--- src/hw/rtl/rzsl_pkg.sv ---
// Shared types, codes and per-side check functions of the radar zone speed limiter.
`default_nettype none

package rzsl_pkg;

    localparam int NUM_SIDES = 4;
    localparam int SPEED_W   = 16;
    localparam int LIMIT_W   = 15;
    localparam int BITS_W    = 5;
    localparam int LINKED_W  = 12;
    localparam int CFG_ADDR_W = 3;

    typedef logic [2:0] t_sev;
    typedef logic [1:0] t_act;
    typedef logic [1:0] t_side;

    localparam t_sev SEV_NORMAL = 3'd0;
    localparam t_sev SEV_WARN   = 3'd1;
    localparam t_sev SEV_CAUT   = 3'd2;
    localparam t_sev SEV_EMERG  = 3'd3;
    localparam t_sev SEV_ERROR  = 3'd4;

    localparam t_act ACT_NONE = 2'd0;
    localparam t_act ACT_WARN = 2'd1;
    localparam t_act ACT_CAUT = 2'd2;
    localparam t_act ACT_STOP = 2'd3;

    localparam t_side SIDE_FRONT = 2'd0;
    localparam t_side SIDE_BACK  = 2'd1;
    localparam t_side SIDE_LEFT  = 2'd2;
    localparam t_side SIDE_RIGHT = 2'd3;

    localparam logic [1:0] SRC_OWN    = 2'd0;
    localparam logic [1:0] SRC_LINKED = 2'd1;
    localparam logic [1:0] SRC_MAX    = 2'd2;

    localparam logic [CFG_ADDR_W-1:0] CFG_STATE_SOURCE = 3'd0;
    localparam logic [CFG_ADDR_W-1:0] CFG_Y_WARN       = 3'd1;
    localparam logic [CFG_ADDR_W-1:0] CFG_Y_CAUT       = 3'd2;
    localparam logic [CFG_ADDR_W-1:0] CFG_X_WARN       = 3'd3;
    localparam logic [CFG_ADDR_W-1:0] CFG_X_CAUT       = 3'd4;

    // Radar bit positions
    localparam int RB_EN    = 0;
    localparam int RB_ERR   = 1;
    localparam int RB_INNER = 2;
    localparam int RB_MID   = 3;
    localparam int RB_OUTER = 4;

    typedef struct packed {
        logic [1:0]         source;
        logic [LIMIT_W-1:0] y_warn;
        logic [LIMIT_W-1:0] y_caut;
        logic [LIMIT_W-1:0] x_warn;
        logic [LIMIT_W-1:0] x_caut;
    } t_cfg;

    typedef struct packed {
        logic signed [SPEED_W-1:0] x;
        logic signed [SPEED_W-1:0] y;
        logic signed [SPEED_W-1:0] z;
        logic [NUM_SIDES-1:0]      en;
        t_sev [NUM_SIDES-1:0]      sev;
        t_act [NUM_SIDES-1:0]      act;
        logic                      xnz;
        logic                      ynz;
    } t_item;

    function automatic t_sev own_sev(logic [BITS_W-1:0] b);
        t_sev s;
        if (b[RB_ERR] || b[RB_INNER]) begin
            s = SEV_EMERG;
        end else if (b[RB_MID]) begin
            s = SEV_CAUT;
        end else if (b[RB_OUTER]) begin
            s = SEV_WARN;
        end else begin
            s = SEV_NORMAL;
        end
        return s;
    endfunction

    function automatic logic [2:0] layer_bits(t_sev s);
        logic [2:0] f;
        case (s)
            SEV_EMERG, SEV_ERROR: f = 3'b111;
            SEV_CAUT:             f = 3'b110;
            SEV_WARN:             f = 3'b100;
            default:              f = 3'b000;
        endcase
        return f;
    endfunction

    // One side check on the speeds left by earlier sides.
    function automatic t_item side_step(t_item it, t_side side,
                                        logic [LIMIT_W-1:0] lw, logic [LIMIT_W-1:0] lc);
        t_item                   r;
        logic                    gate;
        logic signed [SPEED_W:0] x17;
        logic signed [SPEED_W:0] y17;
        logic signed [SPEED_W:0] z17;
        logic signed [SPEED_W:0] lim17;
        logic signed [SPEED_W:0] mag;
        t_sev                    s;
        r     = it;
        x17   = (SPEED_W+1)'(it.x);
        y17   = (SPEED_W+1)'(it.y);
        z17   = (SPEED_W+1)'(it.z);
        s     = it.sev[side];
        lim17 = signed'({2'b00, ((s == SEV_WARN) ? lw : lc)});
        mag   = z17[SPEED_W] ? -z17 : z17;
        case (side)
            SIDE_FRONT: gate = (y17 > 0) || (z17 != 0);
            SIDE_BACK:  gate = (y17 < 0) || (z17 != 0);
            SIDE_LEFT:  gate = (x17 < 0) || (z17 != 0);
            default:    gate = (x17 > 0) || (z17 != 0);
        endcase
        if (it.en[side] && gate) begin
            if (s == SEV_EMERG) begin
                r.x = '0;
                r.y = '0;
                r.z = '0;
                r.act[side] = ACT_STOP;
            end else if (s == SEV_WARN || s == SEV_CAUT) begin
                case (side)
                    SIDE_FRONT: if (y17 > lim17) r.y = SPEED_W'(lim17);
                    SIDE_BACK:  if (y17 < -lim17) r.y = SPEED_W'(-lim17);
                    SIDE_LEFT:  if (x17 < -lim17) r.x = SPEED_W'(-lim17);
                    default:    if (x17 > lim17) r.x = SPEED_W'(lim17);
                endcase
                if (mag > lim17) begin
                    r.z = z17[SPEED_W] ? SPEED_W'(-lim17) : SPEED_W'(lim17);
                end
                r.act[side] = (s == SEV_WARN) ? ACT_WARN : ACT_CAUT;
            end
        end
        return r;
    endfunction

endpackage

`default_nettype wire

--- src/hw/rtl/rzsl_intf.sv ---
// Stream and configuration channel interfaces of the radar zone speed limiter.
`default_nettype none

interface rzsl_in_if;
    import rzsl_pkg::*;
    logic                      valid;
    logic                      ready;
    logic signed [SPEED_W-1:0] x_speed;
    logic signed [SPEED_W-1:0] y_speed;
    logic signed [SPEED_W-1:0] z_speed;
    logic [BITS_W-1:0]         front_bits;
    logic [BITS_W-1:0]         back_bits;
    logic [BITS_W-1:0]         left_bits;
    logic [BITS_W-1:0]         right_bits;
    logic [LINKED_W-1:0]       linked_states;

    modport source (output valid, x_speed, y_speed, z_speed, front_bits, back_bits,
                    left_bits, right_bits, linked_states, input ready);
    modport sink   (input valid, x_speed, y_speed, z_speed, front_bits, back_bits,
                    left_bits, right_bits, linked_states, output ready);
    modport mon    (input valid, ready, x_speed, y_speed, z_speed, front_bits, back_bits,
                    left_bits, right_bits, linked_states);
endinterface

interface rzsl_out_if;
    import rzsl_pkg::*;
    logic                      valid;
    logic                      ready;
    logic signed [SPEED_W-1:0] x_limited;
    logic signed [SPEED_W-1:0] y_limited;
    logic signed [SPEED_W-1:0] z_limited;
    logic [1:0]                front_action;
    logic [1:0]                back_action;
    logic [1:0]                left_action;
    logic [1:0]                right_action;
    logic [LINKED_W-1:0]       layer_flags;

    modport source (output valid, x_limited, y_limited, z_limited, front_action,
                    back_action, left_action, right_action, layer_flags, input ready);
    modport sink   (input valid, x_limited, y_limited, z_limited, front_action,
                    back_action, left_action, right_action, layer_flags, output ready);
    modport mon    (input valid, ready, x_limited, y_limited, z_limited, front_action,
                    back_action, left_action, right_action, layer_flags);
endinterface

interface rzsl_cfg_if;
    import rzsl_pkg::*;
    logic                  valid;
    logic                  ready;
    logic [CFG_ADDR_W-1:0] addr;
    logic [LIMIT_W-1:0]    data;

    modport source (output valid, addr, data, input ready);
    modport sink   (input valid, addr, data, output ready);
endinterface

`default_nettype wire

--- src/hw/rtl/rzsl_decode.sv ---
// First pipeline stage: radar severity decode and state source selection.
`default_nettype none

module rzsl_decode
    import rzsl_pkg::*;
(
    input  wire logic   i_clk,
    input  wire logic   i_rst_n,
    rzsl_in_if.sink     i_cmd,
    input  wire logic [1:0] i_source,
    output logic        o_valid,
    input  wire logic   i_ready,
    output t_item       o_item
);

    logic             r_valid;
    t_item            r_item;
    t_item            n_item;
    logic             load;
    logic [BITS_W-1:0] bits [NUM_SIDES];
    t_sev             own  [NUM_SIDES];
    t_sev             lk   [NUM_SIDES];

    assign load        = !r_valid || i_ready;
    assign i_cmd.ready = load;

    assign bits[SIDE_FRONT] = i_cmd.front_bits;
    assign bits[SIDE_BACK]  = i_cmd.back_bits;
    assign bits[SIDE_LEFT]  = i_cmd.left_bits;
    assign bits[SIDE_RIGHT] = i_cmd.right_bits;

    always_comb begin
        n_item     = '0;
        n_item.x   = i_cmd.x_speed;
        n_item.y   = i_cmd.y_speed;
        n_item.z   = i_cmd.z_speed;
        n_item.xnz = |i_cmd.x_speed;
        n_item.ynz = |i_cmd.y_speed;
        for (int i = 0; i < NUM_SIDES; i++) begin
            n_item.en[i] = bits[i][RB_EN];
            own[i] = own_sev(bits[i]);
            lk[i]  = i_cmd.linked_states[3*i +: 3];
            // saturate undefined linked codes to error
            if (lk[i] > SEV_ERROR) lk[i] = SEV_ERROR;
            case (i_source)
                SRC_LINKED: n_item.sev[i] = lk[i];
                SRC_MAX:    n_item.sev[i] = (own[i] > lk[i]) ? own[i] : lk[i];
                default:    n_item.sev[i] = own[i];
            endcase
            n_item.act[i] = ACT_NONE;
        end
    end

    always_ff @(posedge i_clk) begin
        if (!i_rst_n) begin
            r_valid <= 1'b0;
        end else if (load) begin
            r_valid <= i_cmd.valid;
        end
    end

    always_ff @(posedge i_clk) begin
        if (load && i_cmd.valid) begin
            r_item <= n_item;
        end
    end

    assign o_valid = r_valid;
    assign o_item  = r_item;

endmodule

`default_nettype wire

--- src/hw/rtl/rzsl_clamp.sv ---
// Clamp stage: checks one pair of sides in order, front/back or left/right.
`default_nettype none

module rzsl_clamp
    import rzsl_pkg::*;
(
    input  wire logic               i_clk,
    input  wire logic               i_rst_n,
    input  wire logic               i_lateral,
    input  wire logic [LIMIT_W-1:0] i_lim_warn,
    input  wire logic [LIMIT_W-1:0] i_lim_caut,
    input  wire logic               i_valid,
    output logic                    o_ready,
    input  wire t_item              i_item,
    output logic                    o_valid,
    input  wire logic               i_ready,
    output t_item                   o_item
);

    logic  r_valid;
    t_item r_item;
    t_item mid;
    t_item n_item;
    logic  load;

    assign load    = !r_valid || i_ready;
    assign o_ready = load;

    // Second side sees the speeds left by the first.
    always_comb begin
        mid    = side_step(i_item, {i_lateral, 1'b0}, i_lim_warn, i_lim_caut);
        n_item = side_step(mid, {i_lateral, 1'b1}, i_lim_warn, i_lim_caut);
    end

    always_ff @(posedge i_clk) begin
        if (!i_rst_n) begin
            r_valid <= 1'b0;
        end else if (load) begin
            r_valid <= i_valid;
        end
    end

    always_ff @(posedge i_clk) begin
        if (load && i_valid) begin
            r_item <= n_item;
        end
    end

    assign o_valid = r_valid;
    assign o_item  = r_item;

endmodule

`default_nettype wire

--- src/hw/rtl/rzsl_stop.sv ---
// Last stage: side emergency stop, layer flags and the result register.
`default_nettype none

module rzsl_stop
    import rzsl_pkg::*;
(
    input  wire logic  i_clk,
    input  wire logic  i_rst_n,
    input  wire logic  i_valid,
    output logic       o_ready,
    input  wire t_item i_item,
    rzsl_out_if.source o_res
);

    logic                 r_valid;
    t_item                r_item;
    logic [LINKED_W-1:0]  r_flags;
    t_item                n_item;
    logic [LINKED_W-1:0]  n_flags;
    logic                 load;
    logic                 cmd;

    assign load    = !r_valid || o_res.ready;
    assign o_ready = load;

    always_comb begin
        n_item  = i_item;
        n_flags = '0;
        cmd     = 1'b0;
        for (int i = 0; i < NUM_SIDES; i++) begin
            // front/back stop on lateral command, left/right on longitudinal
            cmd = (i < 2) ? i_item.xnz : i_item.ynz;
            if (cmd && i_item.en[i] && i_item.sev[i] == SEV_EMERG) begin
                n_item.x = '0;
                n_item.y = '0;
                n_item.z = '0;
                n_item.act[i] = ACT_STOP;
            end
            n_flags[3*i +: 3] = layer_bits(i_item.sev[i]);
        end
    end

    always_ff @(posedge i_clk) begin
        if (!i_rst_n) begin
            r_valid <= 1'b0;
        end else if (load) begin
            r_valid <= i_valid;
        end
    end

    always_ff @(posedge i_clk) begin
        if (load && i_valid) begin
            r_item  <= n_item;
            r_flags <= n_flags;
        end
    end

    assign o_res.valid        = r_valid;
    assign o_res.x_limited    = r_item.x;
    assign o_res.y_limited    = r_item.y;
    assign o_res.z_limited    = r_item.z;
    assign o_res.front_action = r_item.act[SIDE_FRONT];
    assign o_res.back_action  = r_item.act[SIDE_BACK];
    assign o_res.left_action  = r_item.act[SIDE_LEFT];
    assign o_res.right_action = r_item.act[SIDE_RIGHT];
    assign o_res.layer_flags  = r_flags;

endmodule

`default_nettype wire

--- src/hw/rtl/radar_zone_speed_limiter_core.sv ---
// Radar zone speed limiter top level: configuration registers and four-stage pipeline.
//
// Takes one speed command per clock while the result is not stalled and returns its
// limited speeds, per-side actions and layer flags through four registered stages (decode,
// front/back clamp, left/right clamp, emergency stop with result register). Throughput is
// one item per cycle; a stalled result holds the pipeline in place and each stage refills
// as soon as the one after it moves. Configuration writes are accepted in every cycle and
// take effect once registered, also on items in flight; write them only while no item is in flight.
`default_nettype none

module radar_zone_speed_limiter_core
    import rzsl_pkg::*;
(
    input  wire logic  i_clk,
    input  wire logic  i_rst_n,
    rzsl_cfg_if.sink   i_cfg,
    rzsl_in_if.sink    i_cmd,
    rzsl_out_if.source o_res
);

    t_cfg  r_cfg;
    logic  s1_valid, s1_ready;
    logic  s2_valid, s2_ready;
    logic  s3_valid, s3_ready;
    t_item s1_item, s2_item, s3_item;

    assign i_cfg.ready = 1'b1;

    always_ff @(posedge i_clk) begin
        if (!i_rst_n) begin
            r_cfg <= '0;
        end else if (i_cfg.valid) begin
            case (i_cfg.addr)
                CFG_STATE_SOURCE: r_cfg.source <= i_cfg.data[1:0];
                CFG_Y_WARN:       r_cfg.y_warn <= i_cfg.data;
                CFG_Y_CAUT:       r_cfg.y_caut <= i_cfg.data;
                CFG_X_WARN:       r_cfg.x_warn <= i_cfg.data;
                CFG_X_CAUT:       r_cfg.x_caut <= i_cfg.data;
                default: ;
            endcase
        end
    end

    rzsl_decode u_decode (
        .i_clk    (i_clk),
        .i_rst_n  (i_rst_n),
        .i_cmd    (i_cmd),
        .i_source (r_cfg.source),
        .o_valid  (s1_valid),
        .i_ready  (s1_ready),
        .o_item   (s1_item)
    );

    rzsl_clamp u_clamp_fb (
        .i_clk      (i_clk),
        .i_rst_n    (i_rst_n),
        .i_lateral  (1'b0),
        .i_lim_warn (r_cfg.y_warn),
        .i_lim_caut (r_cfg.y_caut),
        .i_valid    (s1_valid),
        .o_ready    (s1_ready),
        .i_item     (s1_item),
        .o_valid    (s2_valid),
        .i_ready    (s2_ready),
        .o_item     (s2_item)
    );

    rzsl_clamp u_clamp_lr (
        .i_clk      (i_clk),
        .i_rst_n    (i_rst_n),
        .i_lateral  (1'b1),
        .i_lim_warn (r_cfg.x_warn),
        .i_lim_caut (r_cfg.x_caut),
        .i_valid    (s2_valid),
        .o_ready    (s2_ready),
        .i_item     (s2_item),
        .o_valid    (s3_valid),
        .i_ready    (s3_ready),
        .o_item     (s3_item)
    );

    rzsl_stop u_stop (
        .i_clk   (i_clk),
        .i_rst_n (i_rst_n),
        .i_valid (s3_valid),
        .o_ready (s3_ready),
        .i_item  (s3_item),
        .o_res   (o_res)
    );

endmodule

`default_nettype wire

--- src/flat_wrapper.sv ---
// flat-port wrapper written by rule: the top's interface ports become plain ports
module radar_zone_speed_limiter_core_flat import rzsl_pkg::*;
  (i_clk, i_rst_n, i_cfg_valid, i_cfg_addr, i_cfg_data, i_cfg_ready, i_cmd_valid, i_cmd_x_speed, i_cmd_y_speed, i_cmd_z_speed, i_cmd_front_bits, i_cmd_back_bits, i_cmd_left_bits, i_cmd_right_bits, i_cmd_linked_states, i_cmd_ready, o_res_valid, o_res_x_limited, o_res_y_limited, o_res_z_limited, o_res_front_action, o_res_back_action, o_res_left_action, o_res_right_action, o_res_layer_flags, o_res_ready);
  rzsl_cfg_if i_cfg_i ();
  rzsl_in_if i_cmd_i ();
  rzsl_out_if o_res_i ();
  input  wire logic i_clk;
  input  wire logic i_rst_n;
  input wire logic [$bits(i_cfg_i.valid)-1:0] i_cfg_valid;
  input wire logic [$bits(i_cfg_i.addr)-1:0] i_cfg_addr;
  input wire logic [$bits(i_cfg_i.data)-1:0] i_cfg_data;
  output wire logic [$bits(i_cfg_i.ready)-1:0] i_cfg_ready;
  input wire logic [$bits(i_cmd_i.valid)-1:0] i_cmd_valid;
  input wire logic [$bits(i_cmd_i.x_speed)-1:0] i_cmd_x_speed;
  input wire logic [$bits(i_cmd_i.y_speed)-1:0] i_cmd_y_speed;
  input wire logic [$bits(i_cmd_i.z_speed)-1:0] i_cmd_z_speed;
  input wire logic [$bits(i_cmd_i.front_bits)-1:0] i_cmd_front_bits;
  input wire logic [$bits(i_cmd_i.back_bits)-1:0] i_cmd_back_bits;
  input wire logic [$bits(i_cmd_i.left_bits)-1:0] i_cmd_left_bits;
  input wire logic [$bits(i_cmd_i.right_bits)-1:0] i_cmd_right_bits;
  input wire logic [$bits(i_cmd_i.linked_states)-1:0] i_cmd_linked_states;
  output wire logic [$bits(i_cmd_i.ready)-1:0] i_cmd_ready;
  output wire logic [$bits(o_res_i.valid)-1:0] o_res_valid;
  output wire logic [$bits(o_res_i.x_limited)-1:0] o_res_x_limited;
  output wire logic [$bits(o_res_i.y_limited)-1:0] o_res_y_limited;
  output wire logic [$bits(o_res_i.z_limited)-1:0] o_res_z_limited;
  output wire logic [$bits(o_res_i.front_action)-1:0] o_res_front_action;
  output wire logic [$bits(o_res_i.back_action)-1:0] o_res_back_action;
  output wire logic [$bits(o_res_i.left_action)-1:0] o_res_left_action;
  output wire logic [$bits(o_res_i.right_action)-1:0] o_res_right_action;
  output wire logic [$bits(o_res_i.layer_flags)-1:0] o_res_layer_flags;
  input wire logic [$bits(o_res_i.ready)-1:0] o_res_ready;
  assign i_cfg_i.valid = i_cfg_valid;
  assign i_cfg_i.addr = i_cfg_addr;
  assign i_cfg_i.data = i_cfg_data;
  assign i_cfg_ready = i_cfg_i.ready;
  assign i_cmd_i.valid = i_cmd_valid;
  assign i_cmd_i.x_speed = i_cmd_x_speed;
  assign i_cmd_i.y_speed = i_cmd_y_speed;
  assign i_cmd_i.z_speed = i_cmd_z_speed;
  assign i_cmd_i.front_bits = i_cmd_front_bits;
  assign i_cmd_i.back_bits = i_cmd_back_bits;
  assign i_cmd_i.left_bits = i_cmd_left_bits;
  assign i_cmd_i.right_bits = i_cmd_right_bits;
  assign i_cmd_i.linked_states = i_cmd_linked_states;
  assign i_cmd_ready = i_cmd_i.ready;
  assign o_res_valid = o_res_i.valid;
  assign o_res_x_limited = o_res_i.x_limited;
  assign o_res_y_limited = o_res_i.y_limited;
  assign o_res_z_limited = o_res_i.z_limited;
  assign o_res_front_action = o_res_i.front_action;
  assign o_res_back_action = o_res_i.back_action;
  assign o_res_left_action = o_res_i.left_action;
  assign o_res_right_action = o_res_i.right_action;
  assign o_res_layer_flags = o_res_i.layer_flags;
  assign o_res_i.ready = o_res_ready;
  radar_zone_speed_limiter_core u_core (.i_clk(i_clk), .i_rst_n(i_rst_n), .i_cfg(i_cfg_i), .i_cmd(i_cmd_i), .o_res(o_res_i));
endmodule
--- config.mk ---
export PLATFORM = sky130hd
export DESIGN_NAME = radar_zone_speed_limiter_core_flat
export DESIGN_NICKNAME = d
export VERILOG_FILES = /design/src/hw/rtl/rzsl_pkg.sv /design/src/hw/rtl/rzsl_intf.sv /design/src/hw/rtl/rzsl_decode.sv /design/src/hw/rtl/rzsl_clamp.sv /design/src/hw/rtl/rzsl_stop.sv /design/src/hw/rtl/radar_zone_speed_limiter_core.sv /design/src/flat_wrapper.sv
export SDC_FILE = /design/constraint.sdc
export NUM_CORES = 1
export LEC_CHECK = 0
export BUFFER_PORTS_ARGS = -buffer_cell sky130_fd_sc_hd__buf_2
export CORE_UTILIZATION = 50
export DETAILED_ROUTE_END_ITERATION = 8
export PLACE_DENSITY = 0.67
export SYNTH_ARGS = -nofsm -noshare
export SYNTH_HDL_FRONTEND = slang
export SYNTH_SLANG_ARGS = --single-unit
--- constraint.sdc ---
create_clock -name i_clk -period 17 [get_ports i_clk]
set_clock_uncertainty 0.2 [all_clocks]
set_input_delay 5.1 -clock i_clk [delete_from_list [all_inputs] [get_ports i_clk]]
set_output_delay 5.1 -clock i_clk [all_outputs]
set_load 0.01 [all_outputs]
==> flow_summary_export.csv <==
group,metric,value,unit
drt,first_iter_violations,1296,
sta,setup_tns,0,ns
yosys,synth_edf_count,278,
power,vdd.ir_drop.worst,0.150,mV
yosys,synth_warnings,0,
placed_design,dp.final_hpwl,49.6,mm
clock_network,cts_max_path_buffers,3,
yosys,yosysMostFrequentCell,"nand2_1",
cells_and_area,syn_to_final_growth,12.1,%
min_path,min_path_type,"flip-flop to flip-flop",
floorplan,fp.dieW,211,um
sta,rsz0062_at_grt,"no",
min_path,holdPathStages,0,
drt,first_pass_iters,8,
floorplan,die_y,211,um
worst_setup_path,crit_chain,"buf_2 > nor2b_1 > and2_0 > nand3_1 > buf_2",
cells_and_area,fin_area,0.0246,mm^2
sta,timing.fmax,86.0,MHz
worst_setup_path,ff2ff_setup_slack,7.80,ns
cells_and_area,nets,2586,
worst_setup_path,critPathKind,"input pin to primary output",
yosys,syn_area_per_cell,9.97,um^2
power,power_leakage,9.03,nW
drt,routedWlPerCell,21.9,um
outcome,status,"finished clean",
power,powerDensity,91.7,mW/mm^2
sta,holdWs,0.214,ns
clock_network,ctsHtreeMaxLevel,2,
clock_network,insertion_delay,0.57,ns
drt,via_per_inst,6.06,
worst_setup_path,critPathCaptureType,"primary output",
drt,ant_nets,0,
worst_setup_path,worstPathArrival,6.32,ns
drt,dr_total_vias,17882,
placed_design,dpl_cell_area,0.0234,mm^2
min_path,hold_path.startpoint,"u_core.u_clamp_fb.o_item[2]$_SDFFCE_PN0P_",
worst_setup_path,cp-start-kind,"input pin",
worst_setup_path,crit_top_cell,"buf_2",
drt,post-route-drc-count,0,
sta,period_share,68.4,%
cells_and_area,stdcell_count,2950,
yosys,synth-seq-cells,344,
worst_setup_path,crit_fanout,6,
sta,tightestPinTransition,1.13,ns
worst_setup_path,r2r.worst_path.cells,30,
worst_setup_path,r2r_end,"u_core.u_clamp_lr.o_item[26]$_DFFE_PP_",
floorplan,floorplan.initialDensity,50.8,%
min_path,hold_end,"u_core.u_clamp_lr.o_item[2]$_DFFE_PP_",
sta,slew_violations,0,
yosys,yosysTopAreaCell,"edfxtp_1",
worst_setup_path,critical-path-max-stage-delay,0.54,ns
floorplan,pin_count,174,
sta,fin_crit,11.62,ns
clock_network,cts_sinks,344,
grt,grt-ovfl-total,0,
yosys,synth_top_area_share,38.1,%
cells_and_area,layout-drive-gt1-share,14.4,%
floorplan,dieArea,0.0447,mm^2
yosys,mappedNetlistNets,2440,
sta,setup_viol,0,
floorplan,core,0.0432,mm^2
yosys,synth_ff_type,"edfxtp_1",
worst_setup_path,critical_path_required,11.70,ns
clock_network,hold_buffers,0,
yosys,synth_area,0.0219,mm^2
placed_design,port_buffers,172,
flow_run,drv_cap,0,
placed_design,placed_cells,2889,
worst_setup_path,rr_startpoint,"u_core.u_clamp_fb.o_item[26]$_DFFE_PP_",
grt,antenna_found_initial,1,
clock_network,ctsRootBufferMaster,"clkbuf_16",
clock_network,path_clk_slew,0.06,ns
yosys,async_flop_share,0,%
clock_network,cts_tree,"yes",
grt,grt_usage,28.8,%
clock_network,cts_made_buffers,37,
sta,timing_hold_violations_final,0,
clock_network,ctsResizeCount,0,
yosys,yosysSeqAreaShare,44.1,%
yosys,synth_area_leaders,"edfxtp_1 (38%), ha_1 (8.0%), dfxtp_1 (6.0%)",
yosys,synthCells,2197,
grt,grt_pass1_wl,98.3,mm
worst_setup_path,cpMaxStageDelayCell,"and2_0",
placed_design,globalplace.congestion,0.990,
yosys,synth_common_cells,"nand2_1 (285), edfxtp_1 (278), nor2_1 (152)",
yosys,ys_types,95,
grt,grt_max_degree,71,
worst_setup_path,cp-startpoint,"o_res_ready",
sta,slew_headroom,24.2,%
drt,finalWirelength,64.5,mm
clock_network,postCtsSetupBuffers,0,
grt,grt_pass1_vias,17087,
cells_and_area,fillers,3808,
floorplan,fp-row-count,76,
[metrics by stage]
stage / power [W] / worst slack [ns] / utilization, %
2_1_floorplan: 0.00134 / 5.71 / -
5_1_grt: 0.00235 / 5.29 / 56.9
4_1_cts: 0.00226 / 5.37 / 56.9
3_5_place_dp: 0.00148 / 5.37 / 54.2
6_report: 0.00225 / 5.38 / 56.9
3_3_place_gp: 0.00147 / 5.44 / 54.2
[layout make-up]
| cell class | instances | area [um^2] | area share, % |
|---|---|---|---|
| tap | 585 | 732 | 2.98 |
| timing repair buffer | 208 | 1130 | 4.60 |
| clock inverter | 15 | 204 | 0.830 |
| multi-input combinational | 1694 | 11600 | 47.4 |
| clock buffer | 45 | 966 | 3.93 |
| sequential | 344 | 9670 | 39.4 |
| inverter | 58 | 218 | 0.886 |
| antenna | 1 | 2.50 | 0.0102 |
[critical path: cells and delay by family]
family,cells,cell delay [ns]
and+or+nand+nor,3,0.96
buffers and inverters,2,0.27
[layer usage]
layer | up-vias | routed length (um) | track usage, %
met2 | 691 | 30600 | 48.1
met5 | - | 0 | 0
met1 | 8638 | 27000 | 37.3
met4 | 0 | 2670 | 12.4
met3 | 135 | 4270 | 4.12
li1 | 8418 | - | -
[cells in the final DEF, fill, tap and decap left out, drive strengths merged, types with 41 or more instances in the layout]
cell type    n
a21boi      65
a21oi       81
and2        67
and3        41
buf        208
clkbuf      45
dfxtp       66
edfxtp     278
ha         140
inv         60
mux2i       86
nand2      285
nor2       152
o21ai       83
xnor2      107
[sequential cells by signal, indices dropped and copies added (netlist names)]
name                              count
u_core.u_stop.o_res.z_limited        16
u_core.u_decode.o_valid               1
u_core.u_stop.o_res.x_limited        16
u_core.u_stop.o_res.layer_flags      12
u_core.u_clamp_fb.o_valid             1
u_core.u_clamp_fb.o_item             70
u_core.u_decode.o_item               66
u_core.u_stop.o_res.back_action       2
u_core.u_clamp_lr.o_valid             1
u_core.u_stop.o_res.y_limited        16
u_core.u_stop.o_res.valid             1
u_core.r_cfg                         62
u_core.u_stop.o_res.front_action      2
u_core.u_stop.o_res.right_action      2
u_core.u_stop.o_res.left_action       2
u_core.u_clamp_lr.o_item             74
[worst max path at each step]
stage | slack [ns] | depth (start not counted) | to
after floorplan | 5.71 | 3 | u_core.u_clamp_fb.o_item[0]$_DFFE_PP_
after global placement | 5.44 | 5 | i_cmd_ready
after detailed placement | 5.37 | 5 | i_cmd_ready
after CTS | 5.37 | 5 | i_cmd_ready
after global routing | 5.29 | 5 | i_cmd_ready
final | 5.38 | 5 | i_cmd_ready
[report_power, final]
part / switching (W) / leakage, nW / internal (W) / total, W
combinational: 0.000292 / 5.33 / 0.000195 / 0.000487
clock: 0.000327 / 0.564 / 0.000453 / 0.000780
sequential: 0.0000320 / 3.14 / 0.000955 / 0.000987
total: 0.000651 / 9.03 / 0.00160 / 0.00225
[cell families (layout without fill, tap and decap cells)]
logic type      after synthesis  after routing  share of synthesized area, %
other cells                   1              2                        0.0171
simple gates                826            826                          18.7
flops                       344            344                          44.1
fa+ha+maj                   140            140                          7.99
compound gates              479            479                          15.2
mux                         114            114                          5.38
xor+xnor                    134            134                          5.44
buf+inv                     159            326                          3.13
Note: power is estimated with default switching activity, not from simulation.
